[src/design/tnr_ram.sv]
// ----------------------------------------------------------------------------
// tnr_ram
// generic simple dual-port ram, one write port, one registered read port
// ----------------------------------------------------------------------------
module tnr_ram #(
  parameter int WIDTH = 8,
  parameter int DEPTH = 256
) (
  input  logic                     clk,
  input  logic                     we,
  input  logic [$clog2(DEPTH)-1:0] waddr,
  input  logic [WIDTH-1:0]         wdata,
  input  logic                     re,
  input  logic [$clog2(DEPTH)-1:0] raddr,
  output logic [WIDTH-1:0]         rdata
);

  logic [WIDTH-1:0] mem [DEPTH];

  always_ff @(posedge clk) begin
    if (we) begin
      mem[waddr] <= wdata;
    end
    if (re) begin
      rdata <= mem[raddr];
    end
  end

endmodule

[config.mk]
export PLATFORM = sky130hd
export DESIGN_NAME = tnr_ram
export DESIGN_NICKNAME = d
export VERILOG_FILES = /design/src/design/tnr_ram.sv
export SDC_FILE = /design/constraint.sdc
export NUM_CORES = 2
export LEC_CHECK = 0
export BUFFER_PORTS_ARGS = -buffer_cell sky130_fd_sc_hd__buf_2
export CAP_MARGIN = 10
export CORE_MARGIN = 4
export CORE_UTILIZATION = 50
export CTS_BUF_LIST = sky130_fd_sc_hd__clkbuf_8
export DETAILED_ROUTE_END_ITERATION = 7
export PLACE_DENSITY = 0.65
export SLEW_MARGIN = 20
export SYNTH_ARGS = -nofsm -noshare
export SYNTH_HDL_FRONTEND = slang
export SYNTH_SLANG_ARGS = --single-unit
[constraint.sdc]
create_clock -name clk -period 2.6 [get_ports clk]
set_input_delay 0.39 -clock clk [delete_from_list [all_inputs] [get_ports clk]]
set_output_delay 0.39 -clock clk [all_outputs]
set_load 0.05 [all_outputs]
* Word-level counts from Yosys, hierarchy flattened
Memory sizes are Yosys's and may differ from the RTL's. A register that Yosys moved wholly into a read port is not among the register bits. Index checks and enable logic that the tools add are counted.
Word-level totals: output and inout bits 8, memories 1, latch bits 0, memory bits (read-only) 0, RAM bits 2048, word-level logic and storage cells 3, bits in registers 0
Memory list:
- mem | depth 256, bits a word 8, rd ports 1, clocked after memory_dff 1, write ports 1, line 18 | logic [WIDTH-1:0] mem [DEPTH];
Cells by class: bitwise gates (word level) 0, shifts and indexed selects 0, multiply operators 0, equality and inequality tests 0, multiplexer cells 2, add/subtract/negate cells 0, divide/modulo/power cells 0, $lt $le $gt $ge 0, reduce and logical (&&, ||, !) cells 0
Operator list (number):
- $mux W1 | 2

* Logic depth before layout (Yosys ltp)
word-level depth 2, gate-level depth with buffers 11, mapped depth without buffers 6

* Worst setup path after synthesis
Ideal clock, no wire load.
kind input port to flip-flop, start point in raddr[0], end point reg rdata[2], read port of mem, data pin, path buffers 4, setup slack 0.134 ns, required time 2.331 ns, stages on the path 9, arrival time 2.197 ns, path through buf_6 > buf_12 > buf_8 > buf_2 > mux4_2 > a22oi_1 > a21oi_1 > nor4_1 > nor4_2
RTL lines:
- from (decl) | line 14 | input logic [$clog2(DEPTH)-1:0] raddr,
- to (decl) | line 15 | output logic [WIDTH-1:0] rdata

==> run metrics <==
cell depth of the worst flop-to-flop path 6; Post-Place Cell Area a little under 90000 sq um; Final min period 2.66 ns; commonest non-fill, non-tap cell in the layout edfxtp_1; critical path endpoint category flop; Final Wtd Congestion just under 0.9; Fmax around 0.38 GHz; starting density of the core 50.3%; vias in the first global route 41970; Area Growth Syn to Fin 17.2%; Slew HR between 40% and 50%; Tcrit/Tclk final 102%; Fillers 11209; Worst setup SP type flop; Overflow after GRT 0; Async SR Flop Fraction 0%; Bufs on Longest Clock Path 4; leak pwr around 30 nW; setup bufs post-CTS 0; syn avg cell area 21.3 sq um; clk root buf clkbuf_8; Peak VDD IR roughly 0.00055 V; final setup violation count 1; power per cell area 698 nW/um^2; CTS Buf Count 339; Placed Instances 6292; Die Y 407 um; io pins 35; HP Class input port to flop; fin util approximately three fifths; DRT Wirelength 199000 um; Routed Antenna Nets 0; prevailing post-synth register cell edfxtp_1; CP Launch Point mem[171][1]; Synth Register Bits 2056; DR iter-0 viols between 4000 and 5000; worst-margin pin slew around 0.77 ns; RR Startpoint mem[171][1]; via/cell ratio slightly above 6; post-route setup TNS -0.0617 ns; 1st-pass router iterations 6; Finished Cell Area a little over 90000 sq um; Vias 41524; Worst Path Max Fanout 1; r2r setup slk -0.06 ns; row count approximately 150; max-slew violations 0; Syn Inst Count 3733; failing checks setup timing; DIE AREA 166000 sq um; Sw Ratio 22.1%; Worst-path clk slew about 0.060 ns; die extent in x 407 um; Final Hold Violating Endpoints 0; Port Buffers 34; Worst Setup Path Type flop to flop; Reg2Reg Capture Point rdata[1]; Hold Crit Start waddr[2]; Min-Delay Path Depth 4; H-tree levels 5; Power Total 0.0652 W; Sequential Power Share a little under three fifths; Syn Nets 3760; post-DP HPWL ~130000 um; DRC Markers 0; Layout Cells excl Fill 6879; Distinct cells, synth 54; max-cap violations 0; Synth Cell Area 79600 sq um; Overall Global Routing Usage about 24%; Comb pwr share 5.9%; initial antenna violation count 15; final net count between 4000 and 5000; Hold Crit Endpoint mem[158][1]; CP arrival approximately 3.4 ns; commonest cells after routing, fill and taps aside edfxtp_1, buf_4, mux4_2; status finished with violations; first-pass GRT wire length 288000 um; Net Sw Power 0.0144 W; share of cells above drive strength 1 32.9%; pin count of the biggest net entering global routing 100; Clock Skew 0.0589 ns; final setup margin -0.0617 ns; core area 158000 sq um; clk_lat worst skew around 1.0 ns; WL per Instance 28.9 um; P_int between 0.05 and 0.06 W; Synth Warn # 0; CTS tree built; critical path data required time ~3.3 ns; clock sinks 2056; Post-synth EDFFs 2056; Clk pwr share 37.9%; sequential area share after synthesis 77.5%
area by class of cell:
type                            count  area [sq um]  share of cell area, %
Antenna cell                       16          40.0                 0.0429
Clock buffer                      343          4720                   5.06
Clock inverter                    219          1020                   1.09
Inverter                            2          7.51                0.00804
Multi-Input combinational cell   1442         16500                   17.7
Sequential cell                  2056         61700                   66.1
Tap cell                         2072          2590                   2.78
Timing Repair Buffer              729          6700                   7.18
layer usage:
metal	GRT usage [%]	wire (um)
met1	34.2	78600
met2	37.9	95100
met3	5.32	18500
met4	9.03	6640
met5	0	38
power by group through the flow:
stage          logic (W)  clock network [W]  registers, W
2_1_floorplan    0.00178                  0        0.0373
3_3_place_gp     0.00382                  0        0.0373
3_5_place_dp     0.00387                  0        0.0373
4_1_cts          0.00389             0.0252        0.0366
5_1_grt          0.00407             0.0268        0.0366
6_report         0.00387             0.0247        0.0366
what timing repair did:
item                                    CTS  global route
gates resized for setup                   4             3
hold endpoints to repair                577             0
gates cloned                              0             0
pin swaps                                 0             2
hold buffers                              9             0
endpoints found under the setup margin    3             4
metrics by stage:
step	hold slack [ns]	setup WS, ns
after floorplan	0.489	0.134
after global placement	0.803	-1.01
after detailed placement	0.808	-1.01
after CTS	0.00314	0.0194
after global routing	0.0780	-0.00803
final	0.116	-0.0617
worst max-delay path: stages (launching register included):
cell       delay, ns
edfxtp_1        0.35
mux4_2          0.49
o21ai_0         0.54
a2111oi_1       0.21
buf_4           0.17
nor3_1          0.48
nor4_1          0.12
flip-flops by register name, summed over array words and instances, names as in the netlist:
signal	count
mem	2048
rdata	8
cell families after synthesis:
| logic type | Yosys count | share of synthesized area, % |
|---|---|---|
| AOI/OAI and AO/OA | 385 | 3.42 |
| buffers and inverters | 235 | 1.83 |
| DFF | 2056 | 77.5 |
| muxes | 591 | 14.6 |
| and+or+nand+nor | 466 | 2.63 |
synthesized netlist by cell type (31+ instances only):
master | number | area, sq um
edfxtp_1 | 2056 | 61700
mux4_2 | 454 | 10200
nor2_1 | 282 | 1060
mux2i_1 | 134 | 1340
a22oi_1 | 133 | 998
clkbuf_1 | 111 | 417
a21oi_1 | 96 | 480
o221ai_1 | 46 | 403
nand3_1 | 34 | 170
nand2_1 | 33 | 124
buf_2 | 31 | 155
nor2b_1 | 31 | 194
worst max path at each step:
| stage | endpoint | slack, ns | cells after the start |
|---|---|---|---|
| global placement | rdata[4] | -1.01 | 10 |
| CTS | rdata[1] | 0.02 | 6 |
| floorplan | rdata[2] | 0.13 | 9 |
| global route | rdata[6] | -0.008 | 7 |
| finish | rdata[1] | -0.06 | 6 |
| detailed placement | rdata[4] | -1.01 | 10 |
Note: power is estimated with default switching activity, not from simulation.
